## config.mk

```make
export PLATFORM = sky130hd
export DESIGN_NAME = slab_alloc_front
export DESIGN_NICKNAME = d
export VERILOG_FILES = /design/src/rtl/slab_alloc_pkg.sv /design/src/rtl/slab_alloc_front.sv
export SDC_FILE = /design/constraint.sdc
export NUM_CORES = 1
export LEC_CHECK = 0
export ABC_AREA = 1
export BUFFER_PORTS_ARGS = -buffer_cell sky130_fd_sc_hd__buf_4
export CAP_MARGIN = 30
export CORE_UTILIZATION = 56
export CTS_CLUSTER_SIZE = 14
export DETAILED_ROUTE_END_ITERATION = 10
export GPL_ROUTABILITY_DRIVEN = 0
export PLACE_DENSITY = 0.84
export SLEW_MARGIN = 20
export SYNTH_ARGS = -nofsm -noshare
export SYNTH_HDL_FRONTEND = slang
export SYNTH_SLANG_ARGS = --single-unit
```

## constraint.sdc

```tcl
create_clock -name clk -period 6.5 [get_ports clk]
set_input_delay 0 -clock clk [delete_from_list [all_inputs] [get_ports clk]]
set_output_delay 0 -clock clk [all_outputs]
set_load 0.01 [all_outputs]
```

## src/rtl/slab_alloc_pkg.sv

```systemverilog
`default_nettype none
// ----------------------------------------------------------------------------
// slab_alloc_pkg
// shared types, codes and constants of the slab object allocator
// ----------------------------------------------------------------------------
package slab_alloc_pkg;

  localparam int ADDR_W  = 32;
  localparam int OBJ_W   = 12;
  localparam int CNT_W   = 10;
  localparam int LINK_W  = 11;
  localparam int SLOT_W  = 10;
  localparam int DIV_W   = 16;

  localparam logic [CNT_W-1:0]  OBJ_CAP  = 10'd1023;
  localparam logic [LINK_W-1:0] NO_LINK  = 11'd2047;
  localparam logic [OBJ_W-1:0]  OBJ_MIN  = 12'd4;
  localparam logic [OBJ_W-1:0]  OBJ_RST  = 12'd16;

  localparam int PAGE_BYTES_DEF   = 4096;
  localparam int HEADER_BYTES_DEF = 12;
  localparam int MAX_SLABS_DEF    = 16;

  typedef enum logic [1:0] {
    OP_ALLOC = 2'd0,
    OP_FREE  = 2'd1,
    OP_CLEAR = 2'd2,
    OP_NOP   = 2'd3
  } op_e_t;

  typedef enum logic [1:0] {
    ST_OK         = 2'd0,
    ST_EXHAUSTED  = 2'd1,
    ST_NO_SLAB    = 2'd2,
    ST_MISALIGNED = 2'd3
  } status_t;

  localparam logic CFG_OBJ_BYTES = 1'b0;
  localparam logic CFG_POOL_BASE = 1'b1;

  typedef struct packed {
    op_e_t             op;
    logic [ADDR_W-1:0] addr;
  } item_t;

  typedef struct packed {
    logic              changed;
    logic [OBJ_W-1:0]  object_bytes;
    logic [ADDR_W-1:0] pool_base;
  } cfg_t;

  typedef struct packed {
    logic             start;
    logic [DIV_W-1:0] dividend;
    logic [OBJ_W-1:0] divisor;
  } div_req_t;

  typedef struct packed {
    logic             done;
    logic [DIV_W-1:0] quo;
    logic [OBJ_W-1:0] rem;
  } div_rsp_t;

endpackage
`default_nettype wire

```

## src/rtl/slab_alloc_front.sv

```systemverilog
`default_nettype none
// ----------------------------------------------------------------------------
// slab_alloc_front
// accepts requests, decodes the operation and holds them in a two-entry queue
// ----------------------------------------------------------------------------
module slab_alloc_front (
  input  wire logic                   clk,
  input  wire logic                   rst_n,
  input  wire logic                   in_tvalid,
  output logic                        in_tready,
  input  wire logic [31:0]            in_tdata,
  input  wire logic [1:0]             in_tuser,
  output logic                        q_valid,
  output slab_alloc_pkg::item_t       q_item,
  input  wire logic                   q_pop
);
  import slab_alloc_pkg::*;

  item_t      ent0_r, ent0_nxt, ent1_r, ent1_nxt;
  logic [1:0] cnt_r, cnt_nxt;
  logic       push;
  item_t      new_item;

  assign in_tready     = (cnt_r != 2'd2);
  assign push          = in_tvalid && in_tready;
  assign new_item.op   = op_e_t'(in_tuser);
  assign new_item.addr = in_tdata;

  always_comb begin
    ent0_nxt = ent0_r;
    ent1_nxt = ent1_r;
    cnt_nxt  = cnt_r;
    if (q_pop && cnt_r != 2'd0) begin
      ent0_nxt = ent1_r;
      cnt_nxt  = cnt_nxt - 2'd1;
    end
    if (push) begin
      if (cnt_nxt == 2'd0) ent0_nxt = new_item;
      else                 ent1_nxt = new_item;
      cnt_nxt = cnt_nxt + 2'd1;
    end
  end

  always_ff @(posedge clk) begin
    if (!rst_n) begin
      cnt_r <= '0;
    end else begin
      cnt_r <= cnt_nxt;
    end
    ent0_r <= ent0_nxt;
    ent1_r <= ent1_nxt;
  end

  assign q_valid = (cnt_r != 2'd0);
  assign q_item  = ent0_r;

endmodule
`default_nettype wire

```

==> flow_summary.ini <==
[run_status]
status = complete, no violations

[global_routing]
first_pass_grt_wire_length_mm = 10.48
grt_use_total = 0.2725
via_count_of_the_first_global_routing_pass = 2306
globalRoute.totalOverflow = 0
grt_antenna_before_repair = 0
grt_start_max_net_pins = 39

[synthesis]
dominantRegCellSynth = sky130_fd_sc_hd__dfxtp_1
syn_area_per_cell_um2 = 8.766
synth_seq_cells = 70
netlist-cell-type-count = 19
asyncSetResetFlopFracSynth = 0
netlist_area_mm2 = 0.002779
synth_largest_area_cell = sky130_fd_sc_hd__edfxtp_1
post_synth_most_frequent_cells = sky130_fd_sc_hd__nand2_1 (209), sky130_fd_sc_hd__dfxtp_1 (36), sky130_fd_sc_hd__edfxtp_1 (34), sky130_fd_sc_hd__inv_1 (5)
post_synth_main_area_contributors = sky130_fd_sc_hd__edfxtp_1 (37%), sky130_fd_sc_hd__nand2_1 (28%), sky130_fd_sc_hd__dfxtp_1 (26%)
synth-edff-count = 34
yosys.cell_count.top_type = sky130_fd_sc_hd__nand2_1
mapped_cells = 317
postSynthNetCount = 358
synth_sequential_area_ratio = 0.6267
synth_top_area_frac = 0.3674
synth.yosys.warnings = 0

[worst_setup_path]
worstSetupEndpointType = register
worst_setup_path_endpoint = q_item[5]
worstSetupStartpointType = register
critical_path.max_fanout = 38
regToRegSetupSlack_ps = 3470
reg2reg_depth = 11
required_ps = 6780
timing_worst_setup_path_type = register to register
start_point_of_the_critical_path = cnt_r[0]
regToRegEndpoint = q_item[5]
cp.arrival_ps = 3320
r2r-start = cnt_r[0]

[floorplan]
start_util = 0.5845
boundary_pin_count = 74
design.core.area_mm2 = 0.004755
chip_width_um = 72.45
die_h_um = 72.45
dieArea_mm2 = 0.005248
fp-row-count = 25

[drt]
antenna_violating_nets_post_route = 0
vias = 2381
drt-pass1-iter-count = 4
detail_route.drc_violations = 0
route.detailed.wl_per_inst_um = 13.58
detail_route.wirelength_mm = 6.737
dr.first_iter.drc_count = 161
routed_via_density = 4.800

[placement]
hpwl_mm = 3.464
buffer_ports.inserted = 73

[layout]
layout_net_count = 465
antennaDiodeCount = 0
synthToLayoutAreaGrowth_pct = 40.39
post_route_cells_drive_above_1_share = 0.2261

[timing]
setup_total_negative_slack_ps = 0
holdWs_ps = 51.08
rsz0062_at_grt = false
maxSlewViolCount = 0
timing.final.setup_violations = 0
slew-limit-headroom = 0.5014
report.final.hold_viol_count = 0
minimum_period_implied_by_the_final_worst_setup_slack_ps = 3031
clock_skew_ps = 11.41
fmax_mhz = 329.9
share_of_the_clock_period_used_by_the_worst_path_after_layout = 0.4664
worstMarginPinSlew_ps = 746.1

[clocking]
cts.repair.resized = 0
clockBufferDepth = 2
postCtsHoldBufs = 35
clkSinkCount = 70
clk_root_buffer_cell = sky130_fd_sc_hd__clkbuf_8
postCtsSetupBuffers = 0
cts_tree = yes
cts.clk_slew.worst_paths_ps = 70
worstSkewPairLatency_ps = 340
cts.htree.levels = 3
cts_buffers = 9

[pwr]
ir_drop_uv = 264.7
cell_area_power_density_mw_per_mm2 = 442.9
total_leakage_power_nw = 1.924

[hold_path]
hold_path.class = input port to register

[flow_run]
maxCapViolCount = 0
## stage by stage
stage | instances | area (um2) | worst slack, ps | util | power (mW)
3_5_place_dp | 444 | 3321 | 3530 | 0.6984 | 1.320
5_1_grt | 496 | 3901 | 3224 | 0.8205 | 1.840
6_report | 496 | 3901 | 3469 | 0.8205 | 1.728
2_1_floorplan | 317 | 2779 | 3331 | - | 1.080
3_3_place_gp | 444 | 3321 | 3615 | 0.6984 | 1.296
4_1_cts | 495 | 3881 | 3513 | 0.8163 | 1.701
## report_power, final
part	leakage [nW]	total, mW	switching [mW]	internal (mW)
clock	0.103	0.368	0.160	0.208
combinational	1.20	0.649	0.372	0.277
sequential	0.621	0.711	0.0774	0.634
total	1.92	1.73	0.610	1.12
## state kept, by name, indices dropped and copies added (netlist names)
signal	cells
q_item	34
cnt_r	2
ent1_r	34
## worst max-delay path: stages, from the launching register on
cell and delay (ps):
sky130_fd_sc_hd__dfxtp_1 320, sky130_fd_sc_hd__inv_1 120, sky130_fd_sc_hd__ha_1 240, sky130_fd_sc_hd__inv_2 80
sky130_fd_sc_hd__nand2_2 530, sky130_fd_sc_hd__nand2_1 180, sky130_fd_sc_hd__nand2_1 150, sky130_fd_sc_hd__ha_1 270
sky130_fd_sc_hd__nand2_4 270, sky130_fd_sc_hd__inv_2 550, sky130_fd_sc_hd__nand2_1 150, sky130_fd_sc_hd__nand2_1 110
## cell usage in the layout, fill, tap and decap left out, types with 2 or more instances in the layout
| cell type | n |
|---|---|
| sky130_fd_sc_hd__nand2_1 | 209 |
| sky130_fd_sc_hd__buf_4 | 73 |
| sky130_fd_sc_hd__dfxtp_1 | 36 |
| sky130_fd_sc_hd__dlygate4sd3_1 | 35 |
| sky130_fd_sc_hd__edfxtp_1 | 34 |
| sky130_fd_sc_hd__clkbuf_8 | 12 |
| sky130_fd_sc_hd__inv_1 | 5 |
| sky130_fd_sc_hd__inv_2 | 4 |
| sky130_fd_sc_hd__nand3_1 | 3 |
| sky130_fd_sc_hd__nor2_4 | 3 |
| sky130_fd_sc_hd__ha_1 | 3 |
| sky130_fd_sc_hd__nor2_1 | 2 |
## area by class of cell
type,count,area (um2)
Clock buffer,13,168.9
Sequential cell,70,1742
Inverter,9,33.78
Timing Repair Buffer,109,918.4
Multi-Input combinational cell,225,913.4
Tap cell,67,83.83
Fill cell,291,853.3
Clock inverter,3,41.29
## worst min-delay path by stage
stage	start	end	depth (start not counted)
2_1_floorplan	in_tdata[0]	ent1_r[0]	0
3_5_place_dp	in_tdata[19]	ent1_r[19]	1
5_1_grt	in_tvalid	cnt_r[1]	3
4_1_cts	in_tvalid	cnt_r[1]	3
6_report	in_tvalid	cnt_r[0]	5
3_3_place_gp	in_tdata[7]	ent1_r[7]	1
## layer usage
metal,part of all wire,vias up,track usage
met4,0.026,0,0.1525
li1,-,1195,-
met3,0.060,22,0.08333
met2,0.52,102,0.4517
met5,0,-,0
met1,0.39,1062,0.3146
## logic make-up after synthesis
logic type	after synthesis	synth area share
AOI/OAI and AO/OA	3	0.006301
adders and majority gates	3	0.01351
buffers and inverters	22	0.04727
DFF	70	0.6267
and+or+nand+nor	219	0.3062
No activity file was read; power rests on OpenSTA's default activity.
