## config.mk

```make
export PLATFORM = sky130hd
export DESIGN_NAME = slab_alloc_div
export DESIGN_NICKNAME = d
export VERILOG_FILES = /design/src/rtl/slab_alloc_pkg.sv /design/src/rtl/slab_alloc_div.sv
export SDC_FILE = /design/constraint.sdc
export NUM_CORES = 1
export LEC_CHECK = 0
export CAP_MARGIN = 20
export CORE_MARGIN = 8
export CORE_UTILIZATION = 63
export DETAILED_ROUTE_END_ITERATION = 16
export DONT_BUFFER_PORTS = 1
export PLACE_DENSITY = 0.79
export SLEW_MARGIN = 25
export SYNTH_ARGS = -nofsm -noshare
export SYNTH_HDL_FRONTEND = slang
export SYNTH_SLANG_ARGS = --single-unit
```

## constraint.sdc

```tcl
create_clock -name clk -period 2.7 [get_ports clk]
set_input_delay 0.405 -clock clk [delete_from_list [all_inputs] [get_ports clk]]
set_output_delay 0.405 -clock clk [all_outputs]
set_load 0.02 [all_outputs]
```

## src/rtl/slab_alloc_pkg.sv

```systemverilog
`default_nettype none
// ----------------------------------------------------------------------------
// slab_alloc_pkg
// shared types, codes and constants of the slab object allocator
// ----------------------------------------------------------------------------
package slab_alloc_pkg;

  localparam int ADDR_W  = 32;
  localparam int OBJ_W   = 12;
  localparam int CNT_W   = 10;
  localparam int LINK_W  = 11;
  localparam int SLOT_W  = 10;
  localparam int DIV_W   = 16;

  localparam logic [CNT_W-1:0]  OBJ_CAP  = 10'd1023;
  localparam logic [LINK_W-1:0] NO_LINK  = 11'd2047;
  localparam logic [OBJ_W-1:0]  OBJ_MIN  = 12'd4;
  localparam logic [OBJ_W-1:0]  OBJ_RST  = 12'd16;

  localparam int PAGE_BYTES_DEF   = 4096;
  localparam int HEADER_BYTES_DEF = 12;
  localparam int MAX_SLABS_DEF    = 16;

  typedef enum logic [1:0] {
    OP_ALLOC = 2'd0,
    OP_FREE  = 2'd1,
    OP_CLEAR = 2'd2,
    OP_NOP   = 2'd3
  } op_e_t;

  typedef enum logic [1:0] {
    ST_OK         = 2'd0,
    ST_EXHAUSTED  = 2'd1,
    ST_NO_SLAB    = 2'd2,
    ST_MISALIGNED = 2'd3
  } status_t;

  localparam logic CFG_OBJ_BYTES = 1'b0;
  localparam logic CFG_POOL_BASE = 1'b1;

  typedef struct packed {
    op_e_t             op;
    logic [ADDR_W-1:0] addr;
  } item_t;

  typedef struct packed {
    logic              changed;
    logic [OBJ_W-1:0]  object_bytes;
    logic [ADDR_W-1:0] pool_base;
  } cfg_t;

  typedef struct packed {
    logic             start;
    logic [DIV_W-1:0] dividend;
    logic [OBJ_W-1:0] divisor;
  } div_req_t;

  typedef struct packed {
    logic             done;
    logic [DIV_W-1:0] quo;
    logic [OBJ_W-1:0] rem;
  } div_rsp_t;

endpackage
`default_nettype wire

```

## src/rtl/slab_alloc_div.sv

```systemverilog
`default_nettype none
// ----------------------------------------------------------------------------
// slab_alloc_div
// restoring divider, one quotient bit per cycle
// ----------------------------------------------------------------------------
module slab_alloc_div (
  input  wire logic                      clk,
  input  wire logic                      rst_n,
  input  wire slab_alloc_pkg::div_req_t  req,
  output slab_alloc_pkg::div_rsp_t       rsp
);
  import slab_alloc_pkg::*;

  logic [OBJ_W-1:0] rem_r, rem_nxt;
  logic [DIV_W-1:0] quo_r, quo_nxt;
  logic [OBJ_W-1:0] dvs_r, dvs_nxt;
  logic [4:0]       cnt_r, cnt_nxt;
  logic             busy_r, busy_nxt;
  logic             done_r, done_nxt;
  logic [OBJ_W:0]   trial;

  always_comb begin
    rem_nxt  = rem_r;
    quo_nxt  = quo_r;
    dvs_nxt  = dvs_r;
    cnt_nxt  = cnt_r;
    busy_nxt = busy_r;
    done_nxt = 1'b0;
    trial    = {rem_r, quo_r[DIV_W-1]};
    if (req.start) begin
      rem_nxt  = '0;
      quo_nxt  = req.dividend;
      dvs_nxt  = req.divisor;
      cnt_nxt  = '0;
      busy_nxt = 1'b1;
    end else if (busy_r) begin
      if (trial >= {1'b0, dvs_r}) begin
        rem_nxt = OBJ_W'(trial - {1'b0, dvs_r});
        quo_nxt = {quo_r[DIV_W-2:0], 1'b1};
      end else begin
        rem_nxt = trial[OBJ_W-1:0];
        quo_nxt = {quo_r[DIV_W-2:0], 1'b0};
      end
      cnt_nxt = cnt_r + 5'd1;
      if (cnt_r == 5'(DIV_W - 1)) begin
        busy_nxt = 1'b0;
        done_nxt = 1'b1;
      end
    end
  end

  always_ff @(posedge clk) begin
    if (!rst_n) begin
      busy_r <= 1'b0;
      done_r <= 1'b0;
      cnt_r  <= '0;
    end else begin
      busy_r <= busy_nxt;
      done_r <= done_nxt;
      cnt_r  <= cnt_nxt;
    end
    rem_r <= rem_nxt;
    quo_r <= quo_nxt;
    dvs_r <= dvs_nxt;
  end

  assign rsp.done = done_r;
  assign rsp.quo  = quo_r;
  assign rsp.rem  = rem_r;

endmodule
`default_nettype wire

```

==> results.txt <==
The async set or reset register ratio after synthesis is 0%. The overall via count from detail_route came out at roughly 1800. The count of nets left with antenna violations after detail routing came out at 0. The post-synthesis register bit count is between 40 and 50. Global routing consumed, over all layers together, between 15 and 20% of the routing resources. The clock transition time at the flip-flop clock pins of the worst setup and hold paths came out at 0.08 ns.

The number of optimization iterations in the first detailed-route pass came out at 4. The largest fanout on the critical path came out at 8. The tree built by TritonCTS fans out to 47 sinks. For this run the aggregate overflow at the end of global routing stands at 0. The slew at the pin with the worst max-slew slack is approximately 0.52 ns.

Row generation in the floorplan step produced 23 rows. The maximum buffer depth of the clock tree is 2. The final-report max-slew violation count is 0.

The critical path is of the reg2reg type. The detail-routed net length per standard cell is 16.8 um. The required time of the worst setup path is roughly 2.9 ns. The post-CTS resize count is 0. The number of max-cap violations is 0. After synthesis, flip-flops and latches occupy between 40 and 50% of the total area. The first-pass GRT wire length is approximately 8400 um. The number of synthesized flops with an enable pin is 28. The share of total power dissipated in sequential elements is 52.2%. The largest single stage delay on the critical path is 0.47 ns.

The number of diodes is 0. The cell count after synthesis is 241. The insertion delay to the later sink of the worst-skew pair came out at 0.30 ns. The net count of the finished layout is 298. The slowest stage of the critical path belongs to the cell sky130_fd_sc_hd__nor4b_4. The area of the die is 6350 um2. Pin placement for this block handled 60 I/O pins.

The power per unit of standard cell area is 627 nW/um2. The post-layout minimum cycle time came out at roughly 2.5 ns. The area added between synthesis and finish is 8.03%.

In the final timing run, aggregate negative setup slack is 0 ns. The arrival time of the worst setup path came out at 2.69 ns. The maximum clock frequency came out at 400 MHz. When the netlist entered floorplanning its net count stood at between 200 and 300.

In this run the worst hold path is classified as in2reg. The initial antenna violation count came to 0. The initial utilization of the core area, before any placement, comes to 64.8%.

The layout cell share with drive strength beyond 1 is 17.8%. The region available for standard cell placement spans 3940 um2. Setup repair after global routing left no endpoint under its margin. The clock skew after layout is a little under 0.009 ns. The yosys synthesis warning count is 0. Internal power comes to 0.00120 W.

The placed instances occupy a cell area of 2680 um2. The headroom to the max-slew limit is 65.1%. The library cell with the largest summed area after synthesis is sky130_fd_sc_hd__edfxtp_1. In this run the number of H-tree levels came out at 2.

The analysis attributes to cell leakage a power of 1.10 nW. The worst path uses 92.7% of the clock period. The final hold violation count came to 0. In the synthesized netlist the dominant register cell turns out to be sky130_fd_sc_hd__edfxtp_1. The total length of routed wires came out at approximately 5000 um. The DRC violation total after the first TritonRoute iteration is 95. The synthesized netlist contains 50 unique library cells. The flow ran to the end, and the final reports show no timing, DRC or antenna violations.

The number of DRC violations after detailed routing is 0. CTS placed an instance of sky130_fd_sc_hd__clkbuf_8 at the clock tree root. The post-DP HPWL is 3810 um. sky130_fd_sc_hd__edfxtp_1 is the most common cell in the netlist. The clock buffer count from CTS is 5. The synthesized area per cell is between 10 and 15 um2. The combinational fraction of design power came out at around a quarter. The commonest cells after synthesis are sky130_fd_sc_hd__edfxtp_1, sky130_fd_sc_hd__nor2_1, sky130_fd_sc_hd__nand2_1.

The post-layout instance area is about 2800 um2. The peak supply drop came out at about 0.00051 V. The via count of the first global-routing pass came out at 1773.

The CTS tree is done. STA classifies the critical path endpoint as a flop. Routability-driven placement finished with a final weighted congestion of 0.889. The clock network accounts for 23.6% of the total power. The number of port buffers came out at 0. The post-CTS setup-driven buffer insertion count came out at 0. The cell area after technology mapping is 2550 um2. From bottom edge to top edge, the die measures around 80 um. The critical path goes through inv_1 > ha_1 > a21o_1 > a22oi_1 > a21oi_2 > nor4b_4 > buf_4 > nand2_1 > a311oi_1. The post-detailed-route via-to-cell ratio is between 5 and 6. The element type at the critical path start is a flop. The fraction of power spent switching nets came out at 30.6%. The count of hold-fix buffers inserted at cts came out at 0. Yosys attributes the largest share of cell area to sky130_fd_sc_hd__edfxtp_1, sky130_fd_sc_hd__dfxtp_1, sky130_fd_sc_hd__mux2_2.

The pin count of the biggest net entering global routing came out at 48. After synthesis, the largest area contributor takes up around 33% of total cell area. The die span in x came out at 79.7 um.

The net switching power came out at about 0.00053 W. Setup violations remaining at the end of the flow were counted as 0.
[through the flow]
stage                     util [%]  power, W  worst slack (ns)  cells  hold slack (ns)
after global routing          70.0   0.00181            0.0700    303            0.166
after detailed placement      67.9   0.00134             0.216    295            0.473
after floorplan                  -   0.00125             0.251    241            0.456
after CTS                     70.0   0.00174             0.197    303            0.159
after global placement        67.9   0.00133             0.334    295            0.465
final                         70.0   0.00173             0.198    303            0.174
[final cells by class]
| cell class | instances | area, um2 |
|---|---|---|
| Multi-Input combinational cell | 169 | 1230 |
| Tap cell | 50 | 62.6 |
| Inverter | 14 | 52.6 |
| Sequential cell | 47 | 1220 |
| Timing Repair Buffer | 15 | 113 |
| Fill cell | 302 | 1180 |
| Clock inverter | 1 | 7.51 |
| Clock buffer | 7 | 76.3 |
[cells by family after synthesis]
logic type               count (synthesis)  synth area share [%]
AO/OA/AOI/OAI                           42                  12.1
XOR/XNOR                                10                  3.43
adder cells (fa/ha/maj)                 15                  7.64
buffers and inverters                   25                  4.16
flip-flops                              47                  47.8
multiplexers                            19                  8.28
AND/OR/NAND/NOR                         83                  16.6
[path summary, 6_finish.rpt]
kind | from | to | slack [ns] | cells after the start
setup / recovery | dvs_r[8] | rem_r[4] | 0.20 | 9
hold / removal | req[28] | rem_r[9] | 0.17 | 1
setup reg to reg | dvs_r[8] | rem_r[4] | 0.20 | 9
hold reg to reg | cnt_r[4] | cnt_r[4] | 0.48 | 2
[routing by layer]
layer | part of all wire (%) | global-route usage (%)
met5 | 0 | 0
met4 | 0.86 | 6.11
met3 | 6.1 | 5.52
met2 | 51 | 28.6
met1 | 42 | 18.5
[placed cells by master, fill, tap and decap left out, types with 3 or more instances in the layout]
cell,instances
sky130_fd_sc_hd__nand4_1,3
sky130_fd_sc_hd__ha_1,14
sky130_fd_sc_hd__nor2_1,27
sky130_fd_sc_hd__nor3_1,3
sky130_fd_sc_hd__nand2_1,23
sky130_fd_sc_hd__o21ai_0,4
sky130_fd_sc_hd__clkbuf_8,5
sky130_fd_sc_hd__mux2_2,16
sky130_fd_sc_hd__a311oi_1,7
sky130_fd_sc_hd__xnor2_1,6
sky130_fd_sc_hd__a211oi_1,3
sky130_fd_sc_hd__buf_4,15
sky130_fd_sc_hd__edfxtp_1,28
sky130_fd_sc_hd__a21oi_1,8
sky130_fd_sc_hd__nor2b_1,3
sky130_fd_sc_hd__o21a_1,3
sky130_fd_sc_hd__inv_1,14
sky130_fd_sc_hd__a21o_1,3
sky130_fd_sc_hd__xor2_1,4
sky130_fd_sc_hd__nor4_1,3
sky130_fd_sc_hd__dfxtp_1,19
sky130_fd_sc_hd__nand2b_1,4
sky130_fd_sc_hd__nor3b_1,3
[critical path, delay by kind of cell (launching register included)]
kind                       cells  cell delay (ns)
AOI/OAI and AO/OA              4             0.89
adders and majority gates      1             0.36
buffers and inverters          2             0.29
DFF                            1             0.33
and+or+nand+nor                2             0.53
[flip-flops by register name (all words and copies together) (netlist names)]
register / count
quo_r: 16
dvs_r: 12
rem_r: 12
cnt_r: 5
busy_r: 1
done_r: 1
[power by group through the flow]
| stage | logic [W] | registers [W] | clock network [W] |
|---|---|---|---|
| floorplan | 0.000313 | 0.000932 | 0 |
| global placement | 0.000411 | 0.000919 | 0 |
| detailed placement | 0.000418 | 0.000921 | 0 |
| CTS | 0.000419 | 0.000905 | 0.000418 |
| global route | 0.000467 | 0.000912 | 0.000436 |
| finish | 0.000420 | 0.000903 | 0.000408 |
No activity file was read; power rests on OpenSTA's default activity.
